`config.mk`:
```
export PLATFORM = sky130hd
export DESIGN_NAME = irc_line_deframer
export DESIGN_NICKNAME = d
export VERILOG_FILES = /design/src/ild_pkg.sv /design/src/irc_line_deframer.sv /design/src/ild_decode.sv /design/src/ild_result_fifo.sv
export SDC_FILE = /design/constraint.sdc
export NUM_CORES = 1
export LEC_CHECK = 0
export BUFFER_PORTS_ARGS = -buffer_cell sky130_fd_sc_hd__buf_2
export CAP_MARGIN = 20
export CELL_PAD_IN_SITES_DETAIL_PLACEMENT = 1
export CELL_PAD_IN_SITES_GLOBAL_PLACEMENT = 2
export CORE_MARGIN = 1.5
export CORE_UTILIZATION = 30
export DETAILED_ROUTE_END_ITERATION = 16
export PLACE_DENSITY_LB_ADDON = 0.1
export REMOVE_ABC_BUFFERS = 1
export SYNTH_ARGS = -nofsm -noshare
export SYNTH_HDL_FRONTEND = slang
export SYNTH_SLANG_ARGS = --single-unit
```
`constraint.sdc`:
```
create_clock -name clk -period 4.2 [get_ports clk]
set_input_delay 0.84 -clock clk [delete_from_list [all_inputs] [get_ports clk]]
set_output_delay 0.84 -clock clk [all_outputs]
set_load 0.02 [all_outputs]
```
`src/ild_pkg.sv`:
```
// shared types and constants of the irc line deframer
// depends on nothing; used by ild_decode, ild_result_fifo and irc_line_deframer
package ild_pkg;

    localparam logic [7:0] CHR_LF    = 8'h0A;
    localparam logic [7:0] CHR_CR    = 8'h0D;
    localparam logic [7:0] CHR_SP    = 8'h20;
    localparam logic [7:0] CHR_COLON = 8'h3A;

    localparam int FIFO_DEPTH = 4;
    localparam int PTR_W      = 2;
    localparam int LEVEL_W    = 3;

    // one result word
    typedef struct packed {
        logic [7:0] out_byte;
        logic       has_byte;
        logic       line_end;
    } ild_word_t;

    // what one input byte produces: zero, one or two words
    typedef struct packed {
        logic [1:0] count;
        ild_word_t  w0;
        ild_word_t  w1;
    } ild_step_t;

endpackage

```
`src/irc_line_deframer.sv`:
```
// top level of the irc line deframer: input byte register, decoder, result queue
// depends on ild_pkg, ild_decode and ild_result_fifo
//
// channel   dir  tdata          tuser      tlast
// s_axis    in   in_byte[7:0]   -          -
// m_axis    out  out_byte[7:0]  has_byte   line_end
//
// one byte per cycle if the queue has room; input register and 4-word result queue
// a held cr released ahead of the next byte makes two words for that one byte;
// the queue absorbs them, and input stalls only when it lacks room for two
// reset (async, active low) empties the queue and returns to skipping between lines
// input ready depends only on registers: free input register or queue room for two
module irc_line_deframer
(
    input  logic       clk,
    input  logic       rst_n,
    input  logic       s_tvalid,
    output logic       s_tready,
    input  logic [7:0] s_tdata,   // [7:0] in_byte
    output logic       m_tvalid,
    input  logic       m_tready,
    output logic [7:0] m_tdata,   // [7:0] out_byte
    output logic       m_tuser,   // [0] has_byte
    output logic       m_tlast
);

    logic [7:0]                     in_byte_reg;
    logic                           in_valid_reg;
    logic                           in_valid_next;
    logic                           room;
    logic                           step_en;
    logic [ild_pkg::LEVEL_W-1:0]    level;
    ild_pkg::ild_step_t             step;
    ild_pkg::ild_word_t             head_word;

    assign step_en  = in_valid_reg && room;
    assign s_tready = !in_valid_reg || room;

    always_comb
    begin
        in_valid_next = in_valid_reg;
        if (s_tvalid && s_tready)
        begin
            in_valid_next = 1'b1;
        end
        else if (step_en)
        begin
            in_valid_next = 1'b0;
        end
    end

    always_ff @(posedge clk or negedge rst_n)
    begin
        if (!rst_n)
        begin
            in_valid_reg <= 1'b0;
        end
        else
        begin
            in_valid_reg <= in_valid_next;
        end
    end

    always_ff @(posedge clk)
    begin
        if (s_tvalid && s_tready)
        begin
            in_byte_reg <= s_tdata;
        end
    end

    ild_decode u_decode
    (
        .clk     (clk),
        .rst_n   (rst_n),
        .step_en (step_en),
        .in_byte (in_byte_reg),
        .step    (step)
    );

    ild_result_fifo u_fifo
    (
        .clk       (clk),
        .rst_n     (rst_n),
        .wr_en     (step_en),
        .wr_step   (step),
        .room      (room),
        .level     (level),
        .m_tvalid  (m_tvalid),
        .m_tready  (m_tready),
        .head_word (head_word)
    );

    assign m_tdata = head_word.out_byte;
    assign m_tuser = head_word.has_byte;
    assign m_tlast = head_word.line_end;

`ifndef SYNTHESIS
    a_level_bound: assert property (@(posedge clk) disable iff (!rst_n)
        level <= ild_pkg::LEVEL_W'(ild_pkg::FIFO_DEPTH))
        else $error("result queue overfilled");

    a_pair_leads_cr: assert property (@(posedge clk) disable iff (!rst_n)
        (step_en && step.count == 2'd2) |->
        (step.w0.has_byte && step.w0.out_byte == ild_pkg::CHR_CR))
        else $error("two-word step without released cr");

    a_word_kind: assert property (@(posedge clk) disable iff (!rst_n)
        m_tvalid |-> (m_tuser != m_tlast))
        else $error("output word neither byte nor line end");

    a_step_clears_input: assert property (@(posedge clk) disable iff (!rst_n)
        (step_en && !s_tvalid) |=> !in_valid_reg)
        else $error("input register not released after step");
`endif

endmodule

```
`src/ild_decode.sv`:
```
// line framing state machine: phase, held cr and the words caused by one byte
// depends on ild_pkg
module ild_decode
(
    input  logic              clk,
    input  logic              rst_n,
    input  logic              step_en,
    input  logic [7:0]        in_byte,
    output ild_pkg::ild_step_t step
);

    typedef enum logic [1:0] {
        PH_SKIP,
        PH_PREFIX,
        PH_PSPACE,
        PH_BODY
    } phase_t;

    phase_t phase_reg;
    phase_t phase_next;
    logic   cr_pending_reg;
    logic   cr_pending_next;

    ild_pkg::ild_word_t byte_word;
    ild_pkg::ild_word_t cr_word;
    ild_pkg::ild_word_t end_word;
    ild_pkg::ild_word_t body_word;
    logic               is_lf;
    logic               is_cr;
    logic               is_sp;

    always_comb
    begin
        is_lf = (in_byte == ild_pkg::CHR_LF);
        is_cr = (in_byte == ild_pkg::CHR_CR);
        is_sp = (in_byte == ild_pkg::CHR_SP);

        byte_word = '{out_byte: in_byte, has_byte: 1'b1, line_end: 1'b0};
        cr_word   = '{out_byte: ild_pkg::CHR_CR, has_byte: 1'b1, line_end: 1'b0};
        end_word  = '{out_byte: 8'h00, has_byte: 1'b0, line_end: 1'b1};
        // body handling: lf closes the line, any other non-cr byte passes
        body_word = is_lf ? end_word : byte_word;
    end

    always_comb
    begin
        phase_next      = phase_reg;
        cr_pending_next = cr_pending_reg;
        step            = '0;

        case (phase_reg)
            PH_PREFIX:
            begin
                cr_pending_next = 1'b0;
                if (is_sp)
                begin
                    phase_next = PH_PSPACE;
                end
                else if (is_lf)
                begin
                    step.w0    = end_word;
                    step.count = 2'd1;
                    phase_next = PH_SKIP;
                end
            end
            PH_PSPACE:
            begin
                cr_pending_next = 1'b0;
                if (!is_sp)
                begin
                    phase_next = is_lf ? PH_SKIP : PH_BODY;
                    if (is_cr)
                    begin
                        cr_pending_next = 1'b1;
                    end
                    else
                    begin
                        step.w0    = body_word;
                        step.count = 2'd1;
                    end
                end
            end
            PH_BODY:
            begin
                if (cr_pending_reg && is_lf)
                begin
                    // cr lf: the held cr is dropped
                    cr_pending_next = 1'b0;
                    step.w0         = end_word;
                    step.count      = 2'd1;
                    phase_next      = PH_SKIP;
                end
                else if (cr_pending_reg)
                begin
                    // release the held cr ahead of this byte
                    step.w0 = cr_word;
                    if (is_cr)
                    begin
                        cr_pending_next = 1'b1;
                        step.count      = 2'd1;
                    end
                    else
                    begin
                        cr_pending_next = 1'b0;
                        step.w1         = byte_word;
                        step.count      = 2'd2;
                    end
                end
                else if (is_cr)
                begin
                    cr_pending_next = 1'b1;
                end
                else
                begin
                    step.w0    = body_word;
                    step.count = 2'd1;
                    if (is_lf)
                    begin
                        phase_next = PH_SKIP;
                    end
                end
            end
            default:
            begin
                if (cr_pending_reg && is_lf)
                begin
                    cr_pending_next = 1'b0;
                end
                else if (cr_pending_reg)
                begin
                    // lone cr starts a line
                    step.w0    = cr_word;
                    phase_next = PH_BODY;
                    if (is_cr)
                    begin
                        cr_pending_next = 1'b1;
                        step.count      = 2'd1;
                    end
                    else
                    begin
                        cr_pending_next = 1'b0;
                        step.w1         = byte_word;
                        step.count      = 2'd2;
                    end
                end
                else if (is_sp || is_lf)
                begin
                    phase_next = PH_SKIP;
                end
                else if (is_cr)
                begin
                    cr_pending_next = 1'b1;
                end
                else if (in_byte == ild_pkg::CHR_COLON)
                begin
                    phase_next = PH_PREFIX;
                end
                else
                begin
                    step.w0    = byte_word;
                    step.count = 2'd1;
                    phase_next = PH_BODY;
                end
            end
        endcase
    end

    always_ff @(posedge clk or negedge rst_n)
    begin
        if (!rst_n)
        begin
            phase_reg      <= PH_SKIP;
            cr_pending_reg <= 1'b0;
        end
        else if (step_en)
        begin
            phase_reg      <= phase_next;
            cr_pending_reg <= cr_pending_next;
        end
    end

endmodule

```
`src/ild_result_fifo.sv`:
```
// result queue: takes zero to two words per cycle, gives one per ready cycle
// depends on ild_pkg
module ild_result_fifo
(
    input  logic                             clk,
    input  logic                             rst_n,
    input  logic                             wr_en,
    input  ild_pkg::ild_step_t               wr_step,
    output logic                             room,
    output logic [ild_pkg::LEVEL_W-1:0]      level,
    output logic                             m_tvalid,
    input  logic                             m_tready,
    output ild_pkg::ild_word_t               head_word
);

    ild_pkg::ild_word_t                 mem_reg [ild_pkg::FIFO_DEPTH];
    logic [ild_pkg::PTR_W-1:0]          wr_ptr_reg;
    logic [ild_pkg::PTR_W-1:0]          wr_ptr_next;
    logic [ild_pkg::PTR_W-1:0]          rd_ptr_reg;
    logic [ild_pkg::PTR_W-1:0]          rd_ptr_next;
    logic [ild_pkg::LEVEL_W-1:0]        level_reg;
    logic [ild_pkg::LEVEL_W-1:0]        level_next;
    logic [ild_pkg::LEVEL_W-1:0]        wr_cnt;
    logic                               rd_en;

    always_comb
    begin
        wr_cnt      = wr_en ? {{(ild_pkg::LEVEL_W-2){1'b0}}, wr_step.count}
                            : '0;
        rd_en       = m_tvalid && m_tready;
        wr_ptr_next = wr_ptr_reg + wr_cnt[ild_pkg::PTR_W-1:0];
        rd_ptr_next = rd_ptr_reg + ild_pkg::PTR_W'(rd_en);
        level_next  = level_reg + wr_cnt - ild_pkg::LEVEL_W'(rd_en);
    end

    // room for a worst-case two-word step
    assign room      = (level_reg <= ild_pkg::LEVEL_W'(ild_pkg::FIFO_DEPTH - 2));
    assign level     = level_reg;
    assign m_tvalid  = (level_reg != '0);
    assign head_word = mem_reg[rd_ptr_reg];

    always_ff @(posedge clk or negedge rst_n)
    begin
        if (!rst_n)
        begin
            wr_ptr_reg <= '0;
            rd_ptr_reg <= '0;
            level_reg  <= '0;
        end
        else
        begin
            wr_ptr_reg <= wr_ptr_next;
            rd_ptr_reg <= rd_ptr_next;
            level_reg  <= level_next;
        end
    end

    always_ff @(posedge clk)
    begin
        if (wr_en && wr_step.count != 2'd0)
        begin
            mem_reg[wr_ptr_reg] <= wr_step.w0;
        end
        if (wr_en && wr_step.count == 2'd2)
        begin
            mem_reg[wr_ptr_reg + ild_pkg::PTR_W'(1)] <= wr_step.w1;
        end
    end

endmodule
```
# ---- Yosys cells after proc, flatten, opt, wreduce, memory -nomap -nowiden
# Memories as Yosys holds them, arrays and structs flattened.
# Index checks and enable logic that the tools add are counted.
dict set report totals {
  n_memories 1
  rom_bits 0
  ff_bits 19
  elab_cells 86
  in_bits 12
  latch_bits 0
  out_inout_bits 12
  mem_bits_rw 40
}
# name words word_bits read_ports rd_ports_with_merged_regs wr line
set mem_list {}
lappend mem_list {u_fifo.mem_reg 4 10 1 0 2 ild_result_fifo.sv:16} ;# ild_pkg::ild_word_t mem_reg [ild_pkg::FIFO_DEPTH];
dict set report op_classes {
  div_mod_pow 0
  bitwise_logic 0
  addsub 5
  mul 0
  muxes 45
  reduce_logical 14
  order_cmp 1
  n_eq_ne 13
  shifts 0
}
# op n
set ops {}
lappend ops {{2-to-1 mux 12 bit} 7}
lappend ops {{2-to-1 mux 10 bit} 4}
lappend ops {{case mux 12 bit (3 select lines)} 1}
lappend ops {{2-to-1 mux 11 bit} 3}
lappend ops {{2-to-1 mux 2 bit} 14}
lappend ops {{2-to-1 mux 22 bit} 1}
lappend ops {{case mux 10 bit (2 select lines)} 1}
lappend ops {{equality test 8 x 4 -> 1 bit (second input constant)} 2}
lappend ops {{equality test 8 x 6 -> 1 bit (second input constant)} 2}
lappend ops {{2-to-1 mux 1 bit} 12}
lappend ops {{equality test 2 bit (second input constant)} 3}
lappend ops {{logical AND 1 bit} 6}
lappend ops {{!= test 3 bit (second input constant)} 2}
lappend ops {{!= test 6 x 5 -> 1 bit (second input constant)} 1}
lappend ops {{case mux 2 bit (3 select lines)} 1}
lappend ops {{AND reduction 6 bit} 1}
lappend ops {{!= test 4 bit (second input constant)} 1}
lappend ops {{nonzero test 2 bit} 2}
lappend ops {{adder 3 bit} 1}
lappend ops {{less-or-equal comparator 3 x 2 -> 1 bit (second input constant)} 1}
lappend ops {{case mux 1 bit (3 select lines)} 1}
lappend ops {{nonzero test 3 bit} 1}
lappend ops {{subtractor 3 x 1 -> 3 bit} 1}
lappend ops {{adder 2 x 1 -> 2 bit} 1}
lappend ops {{7 further kinds} 8}

# ---- Longest topological paths before layout
# Gate-level depths: netlist of the first run.
dict set report logic_depth {
  depth_word 11
  ltp_mapped 13
  depth_no_buf 9
}

# ---- By module
# Synthesis of the first run repeated with hierarchy kept, for this count alone.
dict set report hier_totals {
  cells_unflattened 269
  area_unflattened_um2 3479.6
}
# mod n_inst area_per_inst_um2 cells_each seq_area_each_um2
set by_module_without_submodules {}
lappend by_module_without_submodules {ild_result_fifo 1 2374.8 141 1376.3}
lappend by_module_without_submodules {ild_decode 1 804.5 115 75.1}
lappend by_module_without_submodules {irc_line_deframer 1 300.3 13 265.3}

# ---- Worst setup path before layout of the first run
# No wires, ideal clock.
dict set report synth_timing {
  path_type {reg2reg}
  startpoint {register in_byte_reg[5]}
  endpoint {register u_fifo.level_reg, in the netlist u_fifo.level[2]}
  setup_time_ps 123
  synth_period_minus_slack_ps 3327
  slack_ps 873
  n_path_buf 4
  t_arrival_ps 3204
  stages_incl_launch_ff 14
  required_ps 4077
  cell_sequence {edfxtp_1 -> buf_6 -> or4_4 -> buf_6 -> or2_2 -> buf_2 -> ha_1 -> o21ai_2 -> and3_1 -> buf_4 -> nor2_1 -> ha_1 -> fa_1 -> xnor2_1}
}
dict set report synth_via {
  elab_chain_cells 10
  word_cells_on_any_way 22
  cone_classes {add/sub: 2; eq/ne: 4; mux: 14; reduce/logical: 2}
}
# element line
set synth_rtl {}
lappend synth_rtl {{from (decl)} irc_line_deframer.sv:27} ;# logic [7:0] in_byte_reg;
lappend synth_rtl {{from (signal assigned)} irc_line_deframer.sv:68} ;# in_byte_reg <= s_tdata;
lappend synth_rtl {{equality test 8 x 6 -> 1 bit} ild_decode.sv:154} ;# else if (in_byte == ild_pkg::CHR_COLON)
lappend synth_rtl {{2-to-1 mux 11 bit} ild_decode.sv:154}
lappend synth_rtl {{2-to-1 mux 12 bit} ild_decode.sv:150} ;# else if (is_cr)
lappend synth_rtl {{2-to-1 mux 12 bit} ild_decode.sv:146} ;# else if (is_sp || is_lf)
lappend synth_rtl {{2-to-1 mux 12 bit} ild_decode.sv:129} ;# else if (cr_pending_reg)
lappend synth_rtl {{2-to-1 mux 22 bit} ild_decode.sv:125} ;# if (cr_pending_reg && is_lf)
lappend synth_rtl {{case mux 12 bit (3 select lines) (*)} ild_decode.sv:51} ;# case (phase_reg)
lappend synth_rtl {{2-to-1 mux 2 bit (*)} ild_result_fifo.sv:28} ;# wr_cnt = wr_en ? {{(ild_pkg::LEVEL_W-2){1'b0}}, wr_step.count}
lappend synth_rtl {{adder 3 bit (*)} ild_result_fifo.sv:33} ;# level_next = level_reg + wr_cnt - ild_pkg::LEVEL_W'(rd_en);
lappend synth_rtl {{subtractor 3 x 1 -> 3 bit (*)} ild_result_fifo.sv:33}
lappend synth_rtl {{named net u_fifo.level_next (one bit)} ild_result_fifo.sv:22} ;# logic [ild_pkg::LEVEL_W-1:0] level_next;
lappend synth_rtl {{to (signal assigned)} ild_result_fifo.sv:54} ;# level_reg <= level_next;
lappend synth_rtl {{to (decl)} ild_result_fifo.sv:21} ;# logic [ild_pkg::LEVEL_W-1:0] level_reg;
# The timed path passes the listed nets; every way through them passes the cells marked *.
# A chain may end at the register's enable or synchronous reset.

==> results.md, run 1 <==
- Commonest cells post-synth: edfxtp_1, o22ai_1, nand2_1
- Fin nets: 328
- Fmax: 275 MHz
- Max_cap viols: 0
- Syn avg cell area: 12.0 um2
- Yosys warning count: 0
- Power per cell area: 698 mW/mm2
- Worst Path Max Fanout: 10
- WL final: 9220 um
- Share of cells above drive strength 1: 23.3%
- Post-cts resize count: 0
- Multi-input logic area: 0.00157 mm2
- Peak supply drop: 0.251 mV
- Final instance area: 0.00382 mm2
- P_int: 1.55 mW
- Max_slew headroom: 54.8%
- Worst Hold Class: input pin to asynchronous set/reset pin
- Comb pwr share: 42.0%
- Rows: 38
- Top cell type's share of synthesized area: 39.4%
- CTS Buf Count: 9
- Critical path class: flop to flop
- Global-route wire length before repair: 14600 um
- Ys async rst share: 18.6%
- DR pass1 iterations: 4
- R2R depth: 7
- Synth area leaders: edfxtp_1, dfrtp_1, mux4_2
- Setup TNS: 0 ns
- Mux cell area share after synthesis: 7.35%
- RSZ-0062 raised after global routing: no
- Antenna Nets Post-Route: 0
- Post-CTS setup buffer count: 0
- Initial DRC count: 101
- Most frequent cell after synthesis: edfxtp_1
- Final Core Density: 35.1%
- Clock slew at reported path FFs: 0.07 ns
- Vias in the first global route: 2466
- Compound-cell area share of the yosys netlist: 17.3%
- Yosys top cell by area: edfxtp_1
- Final GP Congestion: 0.863
- Psw: 1.11 mW
- Initial antenna violation count: 0
- DR vias: 2435
- Adder-cell share of the synthesized area: 4.70%
- CTS root buffer: clkbuf_8
- Fin crit share: 86.7%
- Switch share: 41.6%
- Number of synthesized flops with an enable pin: 44
- CTS Buffer Depth: 2
- Tot GR Track Use: 17.0%
- Synthesis-stage register bit count: 59
- Largest register FFs: 40
- Via density per instance: 5.42
- Reg2reg start: in_byte_reg[5]$_DFFE_PP_
- Unique masters post-synth: 65
- Remaining routing DRC violations: 0
- Core Region: 0.0109 mm2
- Worst skew pair latency: 0.35 ns
- Post-synthesis simple-gate area fraction: 16.0%
- Main synth FF type: edfxtp_1
- Reg2Reg Setup Slack: 0.56 ns
- Inserted Diodes: 0
- Register area share after synthesis: 50.0%
- CTS tree: built
- DR WL/cell: 20.5 um
- Die ar.: 0.0118 mm2
- Largest net degree at the start of global routing: 19
- Final min period: 3.64 ns
- IO Port Bufs: 23
- CTS Hold Bufs: 0
- Reg-to-Reg End: u_fifo.mem_reg[3][2]$_DFFE_PP_
- FILL cells: 1222
- CP endpoint kind: flop
- Status: completed
- IO Pins: 24
- Clock Power Share: 22.5%
- Seq. cell area: 0.00168 mm2
- Max H-tree Level: 3
- Post-DP HPWL: 7140 um
- Post-Synth XOR/XNOR Area: 1.57%
- Startpoint types: flop
- Critical path data arrival time: 3.64 ns
- Layout Area Growth over Synthesis: 13.8%
- Cell Area, Synth: 0.00335 mm2
- Die X: 109 um
- Leakage Power: 1.37 nW
- Clock Skew: 0.00530 ns
- Pins Over Slew Limit: 0
- Grt ovf: 0
- Initial Util: 30.8%
- Area of placed instances: 0.00359 mm2
- Die H: 109 um
- Final setup viols: 0
- Tot Pwr: 2.66 mW
- Main combinational cell family by area after synthesis: compound AO/OA/AOI/OAI gates
- Syn Inst Count: 280
- Final hold vios: 0
- Sink Count: 59
- Worst slew pin tran: 0.670 ns
- WP data required: 4.20 ns
- Reg power frac: 35.6%
layout make-up:
cell class                 instances  area share (%)
clock inverter                     7            2.62
inverter                          11            1.08
sequential                        59            43.9
tap                              140            4.59
timing repair buffer              25            3.41
multi-input combinational        198            41.2
clock buffer                       9            3.24
metal layers:
| layer | vias up | global-route usage, % | routed length, um |
|---|---|---|---|
| met1 | 1212 | 22.3 | 4350 |
| met2 | 50 | 27.8 | 4430 |
| met3 | 12 | 3.89 | 299 |
| met5 | - | 0 | 0 |
| met4 | 0 | 5.45 | 140 |
| li1 | 1161 | - | - |
power by group through the flow:
| stage | Sequential (mW) | Combinational, mW | Clock, mW |
|---|---|---|---|
| 2_1_floorplan | 0.899 | 0.843 | 0 |
| 3_3_place_gp | 0.961 | 1.14 | 0 |
| 3_5_place_dp | 0.966 | 1.13 | 0 |
| 4_1_cts | 0.953 | 1.14 | 0.615 |
| 5_1_grt | 0.975 | 1.25 | 0.637 |
| 6_report | 0.948 | 1.12 | 0.599 |
logic make-up after synthesis:
family	count (synthesis)
flip-flops	59
multiplexers	12
XOR/XNOR	6
AO/OA/AOI/OAI	81
adder cells (fa/ha/maj)	12
buffers and inverters	23
AND/OR/NAND/NOR	87
worst max path at each step:
stage / from / to / slack (ns) / cells after the start
global placement: in_byte_reg[5]$_DFFE_PP_ / u_fifo.mem_reg[3][5]$_DFFE_PP_ / 0.62 / 7
CTS: in_byte_reg[5]$_DFFE_PP_ / u_fifo.mem_reg[3][2]$_DFFE_PP_ / 0.53 / 7
global route: in_byte_reg[5]$_DFFE_PP_ / u_fifo.mem_reg[3][7]$_DFFE_PP_ / 0.35 / 7
detailed placement: in_byte_reg[5]$_DFFE_PP_ / u_fifo.mem_reg[3][5]$_DFFE_PP_ / 0.53 / 7
floorplan: in_byte_reg[5]$_DFFE_PP_ / u_fifo.level[2]$_DFF_PN0_ / 0.91 / 9
finish: in_byte_reg[5]$_DFFE_PP_ / u_fifo.mem_reg[3][2]$_DFFE_PP_ / 0.56 / 7
per-stage QoR:
stage	hold slack [ns]	std cells	worst slack (ns)
2_1_floorplan	0.443	268	0.906
3_3_place_gp	0.493	433	0.623
3_5_place_dp	0.487	433	0.529
4_1_cts	0.371	449	0.526
5_1_grt	0.368	449	0.350
6_report	0.365	449	0.558
cells in the final DEF, fill, tap and decap left out, types with 3 or more instances in the layout:
| cell | count |
|---|---|
| mux4_2 | 10 |
| o22ai_1 | 30 |
| nand3_2 | 3 |
| o21ai_0 | 12 |
| nand2b_1 | 5 |
| buf_2 | 23 |
| dfxtp_1 | 4 |
| clkbuf_8 | 9 |
| or2_2 | 3 |
| inv_1 | 8 |
| nand3_1 | 6 |
| nor2b_1 | 4 |
| nor3_1 | 4 |
| a31o_1 | 3 |
| dfrtp_1 | 11 |
| a2bb2o_1 | 3 |
| nor2_1 | 12 |
| edfxtp_1 | 44 |
| ha_1 | 11 |
| xnor2_1 | 4 |
| nand2_1 | 21 |
| a22o_1 | 3 |
| and3_1 | 6 |
| a21oi_1 | 7 |
| nand4_1 | 5 |
| nand2_2 | 3 |
critical path: stages (launching register included):
cell and delay (ns):
edfxtp_1 0.54, or4_4 0.65, or2_2 0.42, ha_1 0.34
o21ai_2 0.21, and3_1 0.41, nand3_2 0.27, nand2_1 0.45
(Power assumes the default switching activity.)
==> inputs of run 2 (changes only) <==
- ABC_AREA: not set -> 1
==> run 2 against run 1 <==
Against the previous run: sequential power is 4.7% lower; sequential share of layout area is 3.1 points lower; synthesized cell count is 56% higher; critical path depth is 3 lower; synthesized area is 5.9% higher; core utilization is 0.73 points higher; clock skew hardly changed; largest cell class unchanged.
==> results.md, run 2 <==
- Largest net degree at the start of global routing: 22 (+3)
- Sink Count: 59 (unchanged)
- Final min period: 3.15 ns (-0.495 ns)
- Crit path setup slack, layout: 1.05 ns (+0.495 ns)
- Most frequent cell after synthesis: nand2_1
- Unique masters post-synth: 37 (-43%)
- Inserted Diodes: 0 (unchanged)
- Syn avg cell area: 8.13 um2 (-32%)
- Core Region: 0.0115 mm2 (+5.3%)
- Fin crit share: 74.9% (-12 points)
- Worst Hold Class: input pin to asynchronous set/reset pin
- Max_cap viols: 0 (unchanged)
- Peak supply drop: 0.340 mV (+35%)
- CTS tree: built
- Grt ovf: 0 (unchanged)
- Critical path class: flop to output port
- Worst path cell trace: inv_1, o21ai_0, o22ai_1, buf_2
- Post-DP HPWL: 8160 um (+14%)
- Dpl ws: 1.25 ns (+0.722 ns)
- Largest register FFs: 40 (unchanged)
- Most frequent cells in the layout: nand2_1, nor2_1, inv_1
- DR pass1 iterations: 4 (unchanged)
- Yosys warning count: 0 (unchanged)
- Final hold vios: 0 (unchanged)
- Initial DRC count: 89 (-12%)
- Slowest cell delay on critical path: 0.81 ns (+0.16 ns)
- Vias in the first global route: 3052 (+24%)
- DR WL/cell: 16.9 um (-18%)
- Pins Over Slew Limit: 0 (unchanged)
- Post-cts resize count: 0 (unchanged)
- Via density per instance: 4.86 (-10%)
- Critical path data arrival time: 2.31 ns (-1.33 ns)
- Die ar.: 0.0125 mm2 (+5.8%)
- Slowest CP cell: dfrtp_1
- Fmax: 318 MHz (+16%)
- Tot Pwr: 2.94 mW (+11%)
- Post-CTS setup buffer count: 0 (unchanged)
- Power per cell area: 717 mW/mm2 (+2.8%)
- Die H: 112 um (+2.8%)
- Remaining routing DRC violations: 0 (unchanged)
- RSZ-0062 raised after global routing: no
- Clock Skew: 0.00549 ns (+0.000186 ns)
- DR vias: 2971 (+22%)
- WL final: 10300 um (+12%)
- Worst skew pair latency: 0.33 ns (-0.02 ns)
- Ys async rst share: 18.6% (unchanged)
- WP data required: 3.36 ns (-0.84 ns)
- Final GP Congestion: 0.829 (-3.9%)
- Number of synthesized flops with an enable pin: 44 (unchanged)
- Initial Util: 31.0% (+0.18 points)
- CTS Hold Bufs: 0 (unchanged)
- Leakage Power: 1.81 nW (+32%)
- Most common cell after layout, fill and taps aside: nand2_1
- Synthesis-stage register bit count: 59 (unchanged)
- Final setup viols: 0 (unchanged)
- Die X: 112 um (+2.8%)
- Initial antenna violation count: 0 (unchanged)
- Clock slew at reported path FFs: 0.05 ns (-0.02 ns)
- Share of cells above drive strength 1: 12.6% (-11 points)
- Layout Area Growth over Synthesis: 15.5%
- Max_slew headroom: 43.6% (-11 points)
- Setup TNS: 0 ns (unchanged)
- Top cell type's share of synthesized area: 37.2% (-2.2 points)
- Worst Path Max Fanout: 21 (+11)
- Main synth FF type: edfxtp_1
- CTS Buffer Depth: 2 (unchanged)
- CTS root buffer: clkbuf_16
- Synth area leaders: edfxtp_1, nand2_1, dfrtp_1
- IO Port Bufs: 23 (unchanged)
- Delay-heaviest family, CP: flip-flops
- Worst path buffer plus inverter count: 2 (+2)
- Max H-tree Level: 3 (unchanged)
- Antenna Nets Post-Route: 0 (unchanged)
- Cell Area, Synth: 0.00355 mm2 (+5.9%)
- Startpoint types: flop
- Worst slew pin tran: 0.847 ns (+0.176 ns)
- Status: completed
- Commonest cells post-synth: nand2_1, nor2_1, inv_1
- CP endpoint kind: output port
- Yosys top cell by area: edfxtp_1
- Fin nets: 487 (+48%)
- Register area share after synthesis: 47.2% (-2.8 points)
- IO Pins: 24 (unchanged)
- Rows: 39 (+2.6%)
- Global-route wire length before repair: 17000 um (+17%)
- CTS Buf Count: 9 (unchanged)
- Tot GR Track Use: 17.7% (+0.73 points)
- Syn Inst Count: 437 (+56%)
## run 2: cell types whose count changed in the layout (fill, tap and decap cells not counted), moves of 5 or more
cell and delta:
a21oi_1 +6, and3_1 -5, clkbuf_16 +9, clkbuf_8 -8, inv_1 +41, mux4_2 -10
nand2_1 +97, nand2b_1 -5, nand3_1 +26, nor2_1 +41, nor2_4 +7, o21ai_0 +28
o22ai_1 -21
## run 2: cells by family after synthesis
| group | Yosys count | synth area share, % |
|---|---|---|
| compound gates | 69 | 10.6 |
| xor+xnor | 5 | 1.23 |
| buf+inv | 63 | 6.97 |
| fa+ha+maj | 12 | 4.44 |
| simple gates | 229 | 29.6 |
| flops | 59 | 47.2 |
## run 2: final timing paths
check | from | end | slack [ns] | depth (start not counted)
max | u_fifo.rd_ptr_reg[0]$_DFF_PN0_ | m_tdata[2] | 1.05 | 4
min | rst_n | u_fifo.level[0]$_DFF_PN0_ | 0.38 | 1
max reg2reg | in_byte_reg[6]$_DFFE_PP_ | u_fifo.mem_reg[2][7]$_DFFE_PP_ | 1.25 | 14
min reg2reg | in_valid_reg$_DFFE_PN0P_ | in_valid_reg$_DFFE_PN0P_ | 0.51 | 2
max in group asynchronous | rst_n | u_decode.cr_pending_reg$_DFFE_PN0P_ | 3.60 | 1
min in group clk | in_valid_reg$_DFFE_PN0P_ | in_valid_reg$_DFFE_PN0P_ | 0.51 | 2
## run 2: routing by layer
metal / global-route usage [%] / wire, um / share of wire, %
met2: 29.6 / 4900 / 47
met1: 23.4 / 5000 / 48
met4: 6.33 / 169 / 1.6
met5: 0 / 0 / 0
met3: 2.56 / 260 / 2.5
## run 2: cell type report
type	count	area (um2)
fill	1358	7360
sequential	59	1680
multi-input combinational	315	1630
clock buffer	12	246
inverter	53	201
tap	143	179
timing repair buffer	25	130
clock inverter	4	42.5
## run 2: worst register-to-register path: stages (launching register included)
cell,delay (ns)
edfxtp_1,0.44
nor2_4,0.20
nand3_4,0.11
nor2_4,0.19
inv_2,0.10
ha_1,0.29
inv_1,0.05
nand2_1,0.05
nand2_1,0.06
nand3_1,0.08
nand2_2,0.14
nand2_1,0.07
nor2_1,0.26
nand2_1,0.16
nand2_1,0.38
## run 2: per-stage QoR
step | hold slack (ns) | instance area (um2) | cells | utilization (%)
after floorplan | 0.486 | 3510 | 427 | -
after global placement | 0.504 | 3820 | 595 | 33.3
after detailed placement | 0.506 | 3820 | 595 | 33.3
after CTS | 0.383 | 4110 | 611 | 35.8
after global routing | 0.400 | 4110 | 611 | 35.8
final | 0.382 | 4110 | 611 | 35.8
## run 2: power by group
group	internal, mW	leakage (nW)	switching, mW
clock	0.470	0.142	0.250
sequential	0.789	0.578	0.113
combinational	0.391	1.09	0.930
==> inputs of run 3 (changes only) <==
- ABC_AREA: 1 -> 0
- clock period: 4.2 -> 2.79 ns (I/O delays scaled with it)
==> run 3 against run 2 <==
Against the previous run: first-iteration DRC count rose by 28%; clock power increased by 19%; sequential share of layout area decreased by 2.0 points; critical path type is now flop to flop; largest power group unchanged.
==> results.md, run 3 (synthesized netlist as in run 1, its figures left out) <==
- Pins Over Slew Limit: 0 (unchanged)
- Initial DRC count: 114 (+28%)
- Antenna Nets Post-Route: 0 (unchanged)
- Final Hold Slack: 0.0921 ns (-0.290 ns)
- Largest register FFs: 40 (unchanged)
- Post-DP HPWL: 7350 um (-9.9%)
- Global-route wire length before repair: 15400 um (-9.7%)
- Leakage Power: 1.60 nW (-12%)
- Inserted Diodes: 0 (unchanged)
- Peak supply drop: 0.496 mV (+46%)
- Worst Hold Class: input pin to asynchronous set/reset pin
- Critical path data arrival time: 2.74 ns (+0.43 ns)
- Cell total after placement: 472 (-21%)
- Initial antenna violation count: 0 (unchanged)
- DR WL/cell: 19.9 um (+18%)
- Share of cells above drive strength 1: 36.3% (+24 points)
- Status: completed
- Final instance area: 0.00432 mm2 (+5.2%)
- GRT busiest layer: met2
- CTS Buffer Depth: 2 (unchanged)
- Met2 global-route usage: 31.5% (+1.9 points)
- Dpl ws: -0.0707 ns (-1.32 ns)
- Worst skew pair latency: 0.33 ns (about the same)
- CTS root buffer: clkbuf_8
- Largest net degree at the start of global routing: 18 (-18%)
- Remaining routing DRC violations: 0 (unchanged)
- Reg2reg start: in_byte_reg[7]$_DFFE_PP_
- Worst Path Max Fanout: 8 (-62%)
- Reg-to-Reg End: u_fifo.mem_reg[1][4]$_DFFE_PP_
- Layout Cells excl Fill: 493 (-19%)
- Rows: 38 (-2.6%)
- Setup TNS: 0 ns (unchanged)
- Grt ovf: 0 (unchanged)
- Tot GR Track Use: 17.7% (-0.041 points)
- Reg2Reg Setup Slack: 0.09 ns (-1.16 ns)
- Clock Skew: 0.0133 ns (+0.00784 ns)
- Startpoint types: flop
- Worst slew pin tran: 0.539 ns (-0.307 ns)
- Die ar.: 0.0118 mm2 (-5.5%)
- Max_cap viols: 0 (unchanged)
- Met3 Use GR: 2.39% (-0.17 points)
- Fin crit share: 96.6%
- Initial Util: 30.8% (-0.18 points)
- IO Port Bufs: 23 (unchanged)
- Fin nets: 372 (-24%)
- Fmax: 371 MHz
- Sink Count: 59 (unchanged)
- Clock slew at reported path FFs: 0.08 ns (+0.03 ns)
- Area of placed instances: 0.00394 mm2 (+3.2%)
- Final Core Density: 39.7% (+3.9 points)
- IO Pins: 24 (unchanged)
- Via density per instance: 5.39 (+11%)
- CTS Buf Count: 9 (unchanged)
- DR vias: 2658 (-11%)
- Max H-tree Level: 3 (unchanged)
- Critical path class: flop to flop
- Layout Area Growth over Synthesis: 28.7%
- Most frequent cells in the layout: edfxtp_1, buf_4, o22ai_1
- R2R depth: 10 (-4)
- Vias in the first global route: 2746 (-10%)
- Final min period: 2.70 ns
- DR pass1 iterations: 4 (unchanged)
- Met1 Use GR: 22.3% (-1.1 points)
- Most common cell after layout, fill and taps aside: edfxtp_1
- Power per cell area: 1010 mW/mm2 (+41%)
- Max_slew headroom: 63.8% (+20 points)
- CTS tree: built
- WL final: 9810 um (-5.0%)
- WP data required: 2.84 ns (-0.52 ns)
- CP endpoint kind: flop
- Die H: 109 um (-2.8%)
- Crit path setup slack, layout: 0.0945 ns (-0.959 ns)
- Final GP Congestion: 0.774 (-6.7%)
- Core Region: 0.0109 mm2 (-5.1%)
- Tot Pwr: 4.37 mW (+48%)
- Final hold vios: 0 (unchanged)
- Die X: 109 um (-2.8%)
- Final setup viols: 0 (unchanged)
[run 3: cell count changes in the layout (fill, tap and decap cells not counted), sizes merged, moves of 10 or more]
cell   before  now
buf        25   68
nand2     121   24
o21ai      40   15
nor2       64   12
mux4        0   10
inv        52   10
nand3      35   10
o22ai       9   30
[run 3: power breakdown]
group	switching [mW]	internal, mW	total, mW	leakage [nW]
logic	1.24	0.957	2.19	0.928
clock network	0.357	0.500	0.857	0.103
registers	0.159	1.16	1.32	0.565
[run 3: area by class of cell]
cell class,count,area (um2)
Clock inverter,7,92.6
Tap cell,140,175
Inverter,11,41.3
Sequential cell,59,1680
Fill cell,1191,6570
Timing Repair Buffer,69,543
Multi-Input combinational cell,198,1670
Clock buffer,9,124
[run 3: worst max-delay path by stage]
stage | from | end | slack [ns] | cells after the start
after floorplan | in_byte_reg[5]$_DFFE_PP_ | u_fifo.level[2]$_DFF_PN0_ | -0.50 | 9
after global routing | in_byte_reg[7]$_DFFE_PP_ | u_fifo.mem_reg[1][9]$_DFFE_PP_ | -0.008 | 9
final | in_byte_reg[7]$_DFFE_PP_ | u_fifo.mem_reg[1][4]$_DFFE_PP_ | 0.09 | 10
after detailed placement | in_byte_reg[5]$_DFFE_PP_ | u_fifo.mem_reg[1][2]$_DFFE_PP_ | -0.07 | 9
after global placement | in_byte_reg[5]$_DFFE_PP_ | u_fifo.mem_reg[0][7]$_DFFE_PP_ | 0.005 | 9
after CTS | in_byte_reg[5]$_DFFE_PP_ | u_fifo.mem_reg[3][4]$_DFFE_PP_ | 0.0005 | 9
[run 3: layer usage]
metal  wire length, um  share of wire (%)
met5                 0                  0
met4               109                1.1
met3               240                2.4
met2              5020                 51
met1              4440                 45
[run 3: what timing repair did]
item | CTS | global route
pin swaps | 2 | 7
endpoints found under the setup margin | 54 | 78
hold endpoints to repair | 0 | 0
gates cloned | 0 | 1
hold buffers | 0 | 0
buffers inserted | 1 | 4
resized for setup | 8 | 16
[run 3: worst max-delay path, cell delays in order (launching register included)]
cell and delay (ns):
edfxtp_1 0.40, or4_4 0.55, or2_4 0.28, ha_4 0.24
o21ai_2 0.15, buf_6 0.12, a41oi_4 0.12, buf_12 0.17
nand2_2 0.10, buf_4 0.20, o22ai_2 0.10
